**config.mk**
```make
export PLATFORM = sky130hd
export DESIGN_NAME = restricted_circular_deque_unit
export DESIGN_NICKNAME = d
export VERILOG_FILES = /design/src/rtl/rcdq_pkg.sv /design/src/rtl/rcdq_cell.sv /design/src/rtl/restricted_circular_deque_unit.sv
export SDC_FILE = /design/constraint.sdc
export NUM_CORES = 1
export LEC_CHECK = 0
export ABC_AREA = 1
export ABC_CLOCK_PERIOD_IN_PS = 13700
export BUFFER_PORTS_ARGS = -buffer_cell sky130_fd_sc_hd__buf_2
export CORE_MARGIN = 5
export CORE_UTILIZATION = 45
export CTS_CLUSTER_SIZE = 25
export DETAILED_ROUTE_END_ITERATION = 10
export SETUP_SLACK_MARGIN = 0.4
export SLEW_MARGIN = 20
export SYNTH_ARGS = -nofsm -noshare
export SYNTH_HDL_FRONTEND = slang
export SYNTH_HIERARCHICAL = 1
export SYNTH_SLANG_ARGS = --single-unit
export TNS_END_PERCENT = 5
```
**constraint.sdc**
```tcl
create_clock -name clk -period 13.7 [get_ports clk]
set_clock_uncertainty 0.05 [all_clocks]
set_input_delay 2.055 -clock clk [delete_from_list [all_inputs] [get_ports clk]]
set_output_delay 2.055 -clock clk [all_outputs]
set_load 0.1 [all_outputs]
```
**src/rtl/rcdq_pkg.sv**
```systemverilog
// Shared types and constants for the restricted circular deque unit.
// Depends on nothing; imported by the cell and the top level.
package rcdq_pkg;

    localparam int DEPTH_DEF = 8;
    localparam int WORD_W    = 32;
    localparam int OCC_W     = 4;

    typedef enum logic [1:0] {
        OP_INS_RIGHT = 2'd0,
        OP_INS_LEFT  = 2'd1,
        OP_DEL_LEFT  = 2'd2,
        OP_DEL_RIGHT = 2'd3
    } op_t;

    typedef enum logic [1:0] {
        ST_DONE      = 2'd0,
        ST_OVERFLOW  = 2'd1,
        ST_UNDERFLOW = 2'd2,
        ST_FORBIDDEN = 2'd3
    } status_t;

    typedef enum logic [2:0] {
        CMD_HOLD,
        CMD_INS_RIGHT,
        CMD_INS_LEFT,
        CMD_DEL_LEFT,
        CMD_DEL_RIGHT
    } cmd_t;

    typedef struct packed {
        cmd_t                      cmd;
        logic signed [WORD_W-1:0]  word;
    } cell_ctl_t;

endpackage

```
**src/rtl/rcdq_cell.sv**
```systemverilog
// One storage cell of the deque chain: a word and an occupied bit.
// Depends on rcdq_pkg; instantiated in a row by restricted_circular_deque_unit.
module rcdq_cell
    import rcdq_pkg::*;
(
    input  logic                     clk,
    input  logic                     rst_n,
    input  cell_ctl_t                ctl,
    input  logic signed [WORD_W-1:0] left_data,
    input  logic                     left_occ,
    input  logic signed [WORD_W-1:0] right_data,
    input  logic                     right_occ,
    output logic signed [WORD_W-1:0] data,
    output logic                     occ,
    output logic signed [WORD_W-1:0] tail_word
);

    logic signed [WORD_W-1:0] data_reg;
    logic signed [WORD_W-1:0] data_next;
    logic                     occ_reg;
    logic                     occ_next;

    always_comb
    begin
        data_next = data_reg;
        occ_next  = occ_reg;
        unique case (ctl.cmd)
            CMD_HOLD:
            begin
            end
            CMD_INS_LEFT:
            begin
                data_next = left_data;
                occ_next  = left_occ;
            end
            CMD_DEL_LEFT:
            begin
                data_next = right_data;
                occ_next  = right_occ;
            end
            CMD_INS_RIGHT:
            begin
                if (!occ_reg && left_occ)
                begin
                    data_next = ctl.word;
                    occ_next  = 1'b1;
                end
            end
            CMD_DEL_RIGHT:
            begin
                if (occ_reg && !right_occ)
                begin
                    occ_next = 1'b0;
                end
            end
            default:
            begin
            end
        endcase
    end

    always_ff @(posedge clk or negedge rst_n)
    begin
        if (!rst_n)
        begin
            occ_reg <= 1'b0;
        end
        else
        begin
            occ_reg <= occ_next;
        end
    end

    always_ff @(posedge clk)
    begin
        data_reg <= data_next;
    end

    assign data      = data_reg;
    assign occ       = occ_reg;
    assign tail_word = (occ_reg && !right_occ) ? data_reg : '0;

endmodule

```
**src/rtl/restricted_circular_deque_unit.sv**
```systemverilog
// Top level of the restricted deque: control, mode register, result register.
// Depends on rcdq_pkg and rcdq_cell.
//
//  channel   | handshake           | payload
//  ----------+---------------------+--------------------------------------
//  input     | in_valid / in_ready | op, value
//  result    | out_valid/out_ready | status, removed_value, occupancy
//  config    | cfg_we              | cfg_data (restriction mode)
//
// The cell row is updated as the result is registered, and a new transaction
// is taken whenever the result register is empty or being emptied, so one
// transaction per cycle is sustained.
// Reset empties the row at once by clearing each cell's occupied bit.
// A stalled result holds the input channel off until it is taken.
module restricted_circular_deque_unit
    import rcdq_pkg::*;
#(
    parameter int DEPTH = DEPTH_DEF
)
(
    input  logic                     clk,
    input  logic                     rst_n,
    input  logic                     cfg_we,
    input  logic                     cfg_data,
    input  logic                     in_valid,
    output logic                     in_ready,
    input  logic [1:0]               op,
    input  logic signed [WORD_W-1:0] value,
    output logic                     out_valid,
    input  logic                     out_ready,
    output logic [1:0]               status,
    output logic signed [WORD_W-1:0] removed_value,
    output logic [OCC_W-1:0]         occupancy
);

    localparam int CW = $clog2(DEPTH + 1);

    logic                     mode_reg;
    logic [CW-1:0]            count_reg;
    logic [CW-1:0]            count_next;
    logic                     out_valid_reg;
    status_t                  status_reg;
    status_t                  status_next;
    logic signed [WORD_W-1:0] removed_reg;
    logic signed [WORD_W-1:0] removed_next;
    logic [OCC_W-1:0]         occ_reg;
    logic [CW+OCC_W-1:0]      count_ext;

    logic                     in_fire;
    logic                     forbidden;
    logic                     full;
    logic                     empty;
    op_t                      op_code;
    cell_ctl_t                ctl;

    logic signed [WORD_W-1:0] data_w [DEPTH];
    logic signed [WORD_W-1:0] tail_w [DEPTH];
    logic [DEPTH-1:0]         occ_vec;
    logic signed [WORD_W-1:0] tail_word;

    assign op_code   = op_t'(op);
    assign in_ready  = !out_valid_reg || out_ready;
    assign in_fire   = in_valid && in_ready;
    assign full      = (count_reg == CW'(DEPTH));
    assign empty     = (count_reg == '0);
    assign forbidden = (!mode_reg && op_code == OP_INS_LEFT) ||
                       (mode_reg && op_code == OP_DEL_RIGHT);

    always_comb
    begin
        tail_word = '0;
        for (int i = 0; i < DEPTH; i++)
        begin
            tail_word = tail_word | tail_w[i];
        end
    end

    always_comb
    begin
        status_next  = ST_DONE;
        removed_next = '0;
        count_next   = count_reg;
        ctl.cmd      = CMD_HOLD;
        ctl.word     = value;
        if (forbidden)
        begin
            status_next = ST_FORBIDDEN;
        end
        else
        begin
            unique case (op_code)
                OP_INS_RIGHT, OP_INS_LEFT:
                begin
                    if (full)
                    begin
                        status_next = ST_OVERFLOW;
                    end
                    else
                    begin
                        ctl.cmd    = (op_code == OP_INS_RIGHT) ? CMD_INS_RIGHT
                                                               : CMD_INS_LEFT;
                        count_next = count_reg + 1'b1;
                    end
                end
                OP_DEL_LEFT, OP_DEL_RIGHT:
                begin
                    if (empty)
                    begin
                        status_next = ST_UNDERFLOW;
                    end
                    else
                    begin
                        ctl.cmd      = (op_code == OP_DEL_LEFT) ? CMD_DEL_LEFT
                                                                : CMD_DEL_RIGHT;
                        removed_next = (op_code == OP_DEL_LEFT) ? data_w[0]
                                                                : tail_word;
                        count_next   = count_reg - 1'b1;
                    end
                end
                default:
                begin
                end
            endcase
        end
        if (!in_fire)
        begin
            ctl.cmd    = CMD_HOLD;
            count_next = count_reg;
        end
    end

    genvar g;
    generate
        for (g = 0; g < DEPTH; g++)
        begin : g_cell
            logic signed [WORD_W-1:0] l_data;
            logic                     l_occ;
            logic signed [WORD_W-1:0] r_data;
            logic                     r_occ;
            if (g == 0)
            begin : g_first
                assign l_data = value;
                assign l_occ  = 1'b1;
            end
            else
            begin : g_mid_l
                assign l_data = data_w[g-1];
                assign l_occ  = occ_vec[g-1];
            end
            if (g == DEPTH - 1)
            begin : g_last
                assign r_data = '0;
                assign r_occ  = 1'b0;
            end
            else
            begin : g_mid_r
                assign r_data = data_w[g+1];
                assign r_occ  = occ_vec[g+1];
            end
            rcdq_cell u_cell (
                .clk        (clk),
                .rst_n      (rst_n),
                .ctl        (ctl),
                .left_data  (l_data),
                .left_occ   (l_occ),
                .right_data (r_data),
                .right_occ  (r_occ),
                .data       (data_w[g]),
                .occ        (occ_vec[g]),
                .tail_word  (tail_w[g])
            );
        end
    endgenerate

    assign count_ext = (CW + OCC_W)'(count_next);

    always_ff @(posedge clk or negedge rst_n)
    begin
        if (!rst_n)
        begin
            mode_reg      <= 1'b0;
            count_reg     <= '0;
            out_valid_reg <= 1'b0;
        end
        else
        begin
            if (cfg_we)
            begin
                mode_reg <= cfg_data;
            end
            count_reg <= count_next;
            if (in_fire)
            begin
                out_valid_reg <= 1'b1;
            end
            else if (out_ready)
            begin
                out_valid_reg <= 1'b0;
            end
        end
    end

    always_ff @(posedge clk)
    begin
        if (in_fire)
        begin
            status_reg  <= status_next;
            removed_reg <= removed_next;
            occ_reg     <= count_ext[OCC_W-1:0];
        end
    end

    assign out_valid     = out_valid_reg;
    assign status        = status_reg;
    assign removed_value = removed_reg;
    assign occupancy     = occ_reg;

    // The occupied cells always form one run starting at the left end.
    a_occ_packed: assert property (@(posedge clk) disable iff (!rst_n)
        (occ_vec & ~{occ_vec[DEPTH-2:0], 1'b1}) == '0)
        else $error("occupied cells are not packed to the left");

    a_occ_count: assert property (@(posedge clk) disable iff (!rst_n)
        CW'($countones(occ_vec)) == count_reg)
        else $error("fill count disagrees with occupied cells");

    a_forbidden_stable: assert property (@(posedge clk) disable iff (!rst_n)
        (in_fire && forbidden) |=> $stable(count_reg) && $stable(occ_vec))
        else $error("forbidden transaction changed the store");

    a_overflow_full: assert property (@(posedge clk) disable iff (!rst_n)
        (out_valid_reg && status_reg == ST_OVERFLOW) |-> full)
        else $error("overflow reported while not full");

    a_underflow_empty: assert property (@(posedge clk) disable iff (!rst_n)
        (out_valid_reg && status_reg == ST_UNDERFLOW) |-> empty)
        else $error("underflow reported while not empty");

endmodule
```
==> metrics.txt, run 1 <==
status=complete, no violations; Synth Cell Area=18,900 um^2; max cap viols=0; Multi-input gate area=approximately 8000 um^2; clk slew on worst S/H paths=60 ps; Total GRT Usage=roughly a quarter; Clock Path Buffers=3; Detail Route Antenna Nets=0; initial antenna violation count=3; Setup TNS Final=0 ps; placed wire-length estimate=between 40,000 and 50,000 um; post-route clock period utilization=about two fifths; leakage power=around 0.0094 uW; first-pass GRT wire length=around 88,000 um; initial core utilization=between 40% and 50%; I/O pins=80; DR iter-0 viols=1,904; register bit total from synthesis=308; final WL=between 50,000 and 60,000 um; CTS tree=yes; RSZ-0062 raised after global routing=false; Power Total=~3600 uW; Setup CP Type=input pin to flop; Cells after Synth=between 2,000 and 2,500; Syn-to-layout area delta=10.5%; insertion delay to the later sink of the worst-skew pair=550 ps; Slew headroom=roughly 13%; Worst VDD drop=~0.1 mV; final hold vios=0; setup violators final=0; vias in the first global route=about 15,000; Max Freq=~0.18 GHz; final max-slew violation count=0; post-cts resize count=0; DR pass1 iterations=6; layout cells sized above 1=10.3%; Die X=roughly 210 um; synthesized area per cell=roughly 7.6 um^2; Num CTS Buffers=38; gr ovfl total=0; Post-CTS Setup Bufs=0; Vias=16,400; sequential fraction of the synthesis area=about half; Placeable Area=between 40,000 and 50,000 um^2; pwr dens=175 nW/um^2; clock root cell=clkbuf_16; clk sinks=308; Distinct cells, synth=28; Inserted Diodes=0; Rows=75; worst-margin pin slew=around 1300 ps; pin count of the biggest net entering global routing=~40; Hold Crit Class=flop to flop; CP Max Fanout=40; final layout net count=approximately 2,600; I/O Buffers=79; CP startpoint kind=input pin; GPL Wtd Cong=0.889; Worst Path Required=between 10,000 and 15,000 ps; Tmin final=~5700 ps; DRC=0; WP data arrival=roughly 6000 ps; DR vias/cell=approximately 5.3; drt wl/cell=~19 um; Register Area=9180 um^2; hold buffers post-CTS=0; max FFs per register=between 200 and 300; synth warn=6; filler cell count=slightly above 4,000; Worst setup EP type=flop; die area=46,100 um^2; htree depth=2; die height=~210 um
-- cells in the mapped netlist --
library cell,count,area [um^2]
a21oi_1,12,60.1
a21oi_2,29,254
buf_2,47,235
buf_4,24,180
buf_6,30,338
clkbuf_1,8,30.0
conb_1,2,7.51
dfrtp_1,14,350
edfxtp_1,294,8830
ha_1,2,25.0
inv_1,292,1100
inv_2,10,37.5
inv_4,1,6.26
nand2_1,903,3390
nand2_4,9,101
nand3_1,285,1430
nand3_2,31,310
nand4_1,2,12.5
nor2_1,382,1430
nor2_4,18,203
nor2_8,1,20.0
nor3_1,8,40.0
nor4_1,32,200
o211ai_1,1,7.51
o21ai_0,9,45.0
o21ai_1,2,10.0
or2_0,32,200
xor2_1,1,8.76
-- through the flow --
stage,hold WS [ps],setup slack [ps],util (%),std cells,area [um^2]
3_5_place_dp,455,7330,46.8,3037,19500
6_report,473,8050,50.0,3111,20800
4_1_cts,469,7890,49.7,3107,20700
5_1_grt,522,7740,50.0,3111,20800
2_1_floorplan,439,4800,-,2515,19000
3_3_place_gp,466,7390,46.8,3037,19500
-- power breakdown --
part           switching, uW  internal (uW)  total (uW)
Combinational            902            318        1220
Sequential               153           1270        1420
Clock                    402            598        1000
Total                   1460           2190        3640
-- cell families (layout without fill, tap and decap cells) --
group | after synthesis | count (layout) | synth area share (%)
AOI/OAI and AO/OA | 53 | 53 | 2.00
xor gates and xnor gates | 1 | 1 | 0.0465
adders and majority gates | 2 | 2 | 0.133
buffers and inverters | 412 | 469 | 10.2
DFF | 308 | 308 | 48.7
other | 2 | 36 | 0.0398
and+or+nand+nor | 1703 | 1703 | 38.9
-- layout by cell type (no fill, tap or decap), types with 5 or more instances in the layout --
master and instances:
nor2_4 20, clkinv_1 11, buf_4 13, clkbuf_16 41, edfxtp_1 294, nand3_1 285, or2_0 32, nand2_4 9
a21oi_2 29, clkbuf_1 5, conb_1 36, dfrtp_1 14, nand2_1 903, o21ai_0 9, inv_1 291, clkinv_2 9
nor3_1 8, nor4_2 5, nor4_1 27, inv_2 11, a21oi_4 9, buf_2 79, nand3_2 31, nor2_1 380
-- worst max-delay path, cell delays in order --
cell,delay (ps)
buf_2,70
inv_1,30
nand2_1,80
nand2_1,150
inv_2,780
nand3_1,260
nor2_4,130
buf_4,510
inv_2,110
nand2_4,370
nor2_4,270
a21oi_4,680
buf_8,260
-- area by class of cell --
type / instances / area share [%]
Sequential cell: 308 / 44.0
Multi-Input combinational cell: 1795 / 38.5
Inverter: 303 / 5.47
Clock buffer: 46 / 5.01
Tap cell: 539 / 3.24
Timing Repair Buffer: 96 / 2.83
Clock inverter: 24 / 0.888
-- worst paths after layout --
check / start / end / slack, ps / cells after the start
setup reg to reg: out_valid$_DFFE_PN0P_ / g_cell[1].u_cell/data[0]$_DFFE_PP_ / 9280 / 11
hold reg to reg: out_valid$_DFFE_PN0P_ / out_valid$_DFFE_PN0P_ / 470 / 2
setup / recovery: out_ready / g_cell[1].u_cell/data[0]$_DFFE_PP_ / 8050 / 13
min in group asynchronous: rst_n / g_cell[4].u_cell/occ$_DFFE_PN0P_ / 1390 / 1
hold / removal: out_valid$_DFFE_PN0P_ / out_valid$_DFFE_PN0P_ / 470 / 2
max in group asynchronous: rst_n / g_cell[3].u_cell/occ$_DFFE_PN0P_ / 11900 / 1
-- metal layers --
| layer | vias to the layer above | track usage, % | part of all wire, % |
|---|---|---|---|
| met2 | 826 | 33.8 | 40 |
| met4 | 0 | 4.57 | 1.6 |
| met1 | 7548 | 38.0 | 45 |
| met3 | 93 | 7.42 | 13 |
| met5 | - | 0 | 0 |
| li1 | 7930 | - | - |
(Power assumes the default switching activity.)
==> run 2, diff against run 1 <==
Settings changed: ABC_AREA 1 to 0, ABC_CLOCK_PERIOD_IN_PS 13700 to 4850.
Clock period 13.7 ns to 4.85 ns, I/O delays scaled along.
==> run 2 against run 1 <==
Against the previous run:
- synthesized area grew 2.4%
- largest cell class is now multi-input gates
- flip-flop and latch count stayed put
- wire length decreased by 10%
- setup slack worse by 6600 ps
- die area up 2.3%
- cell count is 23% lower
- register-to-register slack got worse by 7800 ps
==> metrics.txt, run 2 <==
Worst VDD drop=0.280 mV (+190%); I/O pins=80 (unchanged); Tmin final=roughly 3400 ps; Worst setup EP type=flop; pwr dens=482 nW/um^2 (+180%); most used routing layer=met2; hold_ws=44.6 ps (-429 ps); Detail Route Antenna Nets=0 (unchanged); Syn-to-layout area delta=9.54%; Total GRT Usage=22.1% (-2.3 points); post-synth top area cell=edfxtp_1; final max-slew violation count=0 (unchanged); Post-CTS Setup Bufs=0 (unchanged); sequential fraction of the synthesis area=47.5% (-1.2 points); Area after DPL=19,900 um^2 (+1.9%); EDFF count, synth=294 (unchanged); RSZ-0062 raised after global routing=false; DR pass1 iterations=5 (-1); drt wl/cell=21.9 um (+16%); setup violators final=0 (unchanged); top post-synthesis cells by count=edfxtp_1 (294), mux2i_1 (264), nand2_1 (261); commonest non-fill, non-tap cell in the layout=edfxtp_1; Synth Flop Type=edfxtp_1; insertion delay to the later sink of the worst-skew pair=550 ps (about the same); share of the synthesized area in the top cell type=45.7% (-1.1 points); final WL=52,500 um (-10%); max FFs per register=256 (unchanged); synth warn=6 (unchanged); clock root cell=clkbuf_16; Vias=13,400 (-18%); max cap viols=0 (unchanged); die area=47,200 um^2 (+2.3%); placed wire-length estimate=29,800 um (-28%); CTS tree=yes; GPL Wtd Cong=0.746 (-16%); Worst Path Required=4990 ps (-8900 ps); I/O Buffers=79 (unchanged); DR vias/cell=5.61 (+6.3%); Setup TNS Final=0 ps (unchanged); WP data arrival=3550 ps (-2300 ps); synthesized area per cell=11.0 um^2 (+45%); final hold vios=0 (unchanged); Area contributors post-synth=edfxtp_1 (46%), mux2i_1 (14%), o21ai_2 (9.5%); layout cells sized above 1=22.1% (+12 points); Distinct cells, synth=42 (+50%); DR iter-0 viols=1,090 (-43%); Cells after Synth=1,753 (-29%); DRC=0 (unchanged); Die X=217 um (+1.2%); htree depth=2 (unchanged); met3 Use GR=2.88% (-4.5 points); CP startpoint kind=flop; register bit total from synthesis=308 (unchanged); hold buffers post-CTS=0 (unchanged); commonest non-fill, non-tap cells in the layout=edfxtp_1 (294), mux2i_1 (264), nand2_1 (261); ys async rst share=4.55% (unchanged); first-pass GRT wire length=81,100 um (-8.3%); fin area=21,200 um^2 (+1.5%); gr ovfl total=0 (unchanged); most common cell in the netlist=edfxtp_1; initial core utilization=45.1% (-0.12 points); Placeable Area=42,800 um^2 (+2.7%); Rows=76 (+1.3%); final layout net count=1,863 (-28%); Setup CP Type=flop to flop; post-cts resize count=0 (unchanged); GRT met2 Usage=35.3% (+1.5 points); post-layout util=49.4% (-0.58 points); Synth Cell Area=19,300 um^2 (+2.4%); Num CTS Buffers=39 (+2.6%); met1 Track Usage GR=32.4% (-5.7 points); post-route clock period utilization=70.3%; die height=217 um (+1.2%); Clock Path Buffers=3 (unchanged); clk sinks=308 (unchanged); leakage power=0.00770 uW (-18%); status=complete, no violations; pin count of the biggest net entering global routing=113 (+180%); CP Max Fanout=27 (-33%); vias in the first global route=13,200 (-12%); Max Freq=0.293 GHz; Slew headroom=18.8% (+6.1 points); Hold Crit Class=input pin to asynchronous set/reset pin; worst-margin pin slew=1210 ps (-82.3 ps); initial antenna violation count=3 (unchanged); clk slew on worst S/H paths=60 ps (about the same)
run 2: path summary, 6_finish.rpt:
kind                       slack, ps              startpoint  cells after the start                                   to
min in group clk                 320                  cfg_we                      2                 mode_reg$_DFFE_PN0P_
setup reg to reg                1440  count_reg[0]$_DFF_PN0_                      8  g_cell[5].u_cell/data[22]$_DFFE_PP_
hold reg to reg                  490   out_valid$_DFFE_PN0P_                      2                out_valid$_DFFE_PN0P_
max in group asynchronous       4440                   rst_n                      1     g_cell[6].u_cell/occ$_DFFE_PN0P_
setup / recovery                1440  count_reg[0]$_DFF_PN0_                      8  g_cell[5].u_cell/data[22]$_DFFE_PP_
hold / removal                    40                   rst_n                      1     g_cell[7].u_cell/occ$_DFFE_PN0P_
run 2: per-layer routing:
layer	share of wire [%]	vias to the layer above	wire, um
met4	1.7	4	892
met1	47	6531	24900
li1	-	6498	-
met2	46	334	24000
met3	5.1	63	2680
met5	0.042	-	22
run 2: critical path: stages, from the launching register on:
cell	delay [ps]
dfrtp_1	470
inv_1	70
ha_1	250
inv_1	90
nor2_1	90
a21oi_4	670
a31oi_1	260
nor2_4	560
buf_4	520
run 2: final cells by class:
cell class / count / area, um^2
flip-flops and latches: 308 / 9180
diodes: 2 / 5.00
clock inverters: 16 / 126
well taps: 546 / 683
fillers: 3917 / 21600
clock buffers: 52 / 1070
multi-input cells: 1345 / 9240
inverters: 13 / 48.8
repair buffers: 114 / 813
run 2: kinds of logic after synthesis:
| group | share of synthesized area [%] |
|---|---|
| AO/OA/AOI/OAI | 13.3 |
| XOR/XNOR | 0.136 |
| adder cells (fa/ha/maj) | 0.130 |
| buffers and inverters | 6.45 |
| flip-flops | 47.5 |
| multiplexers | 13.7 |
| other | 0.0389 |
| AND/OR/NAND/NOR | 18.7 |
run 2: through the flow:
step / cells / worst slack (ps) / total power (uW)
after global routing: 2394 / 1240 / 10700
after detailed placement: 2322 / 1100 / 7370
after floorplan: 1789 / 140 / 6410
after CTS: 2390 / 1450 / 10200
final: 2396 / 1440 / 10200
after global placement: 2322 / 1150 / 7310
run 2: report_power, final:
group | switching [uW] | internal, uW | total [uW]
combinational | 2420 | 1220 | 3650
clock | 1130 | 1640 | 2780
sequential | 297 | 3480 | 3780
total | 3850 | 6350 | 10200
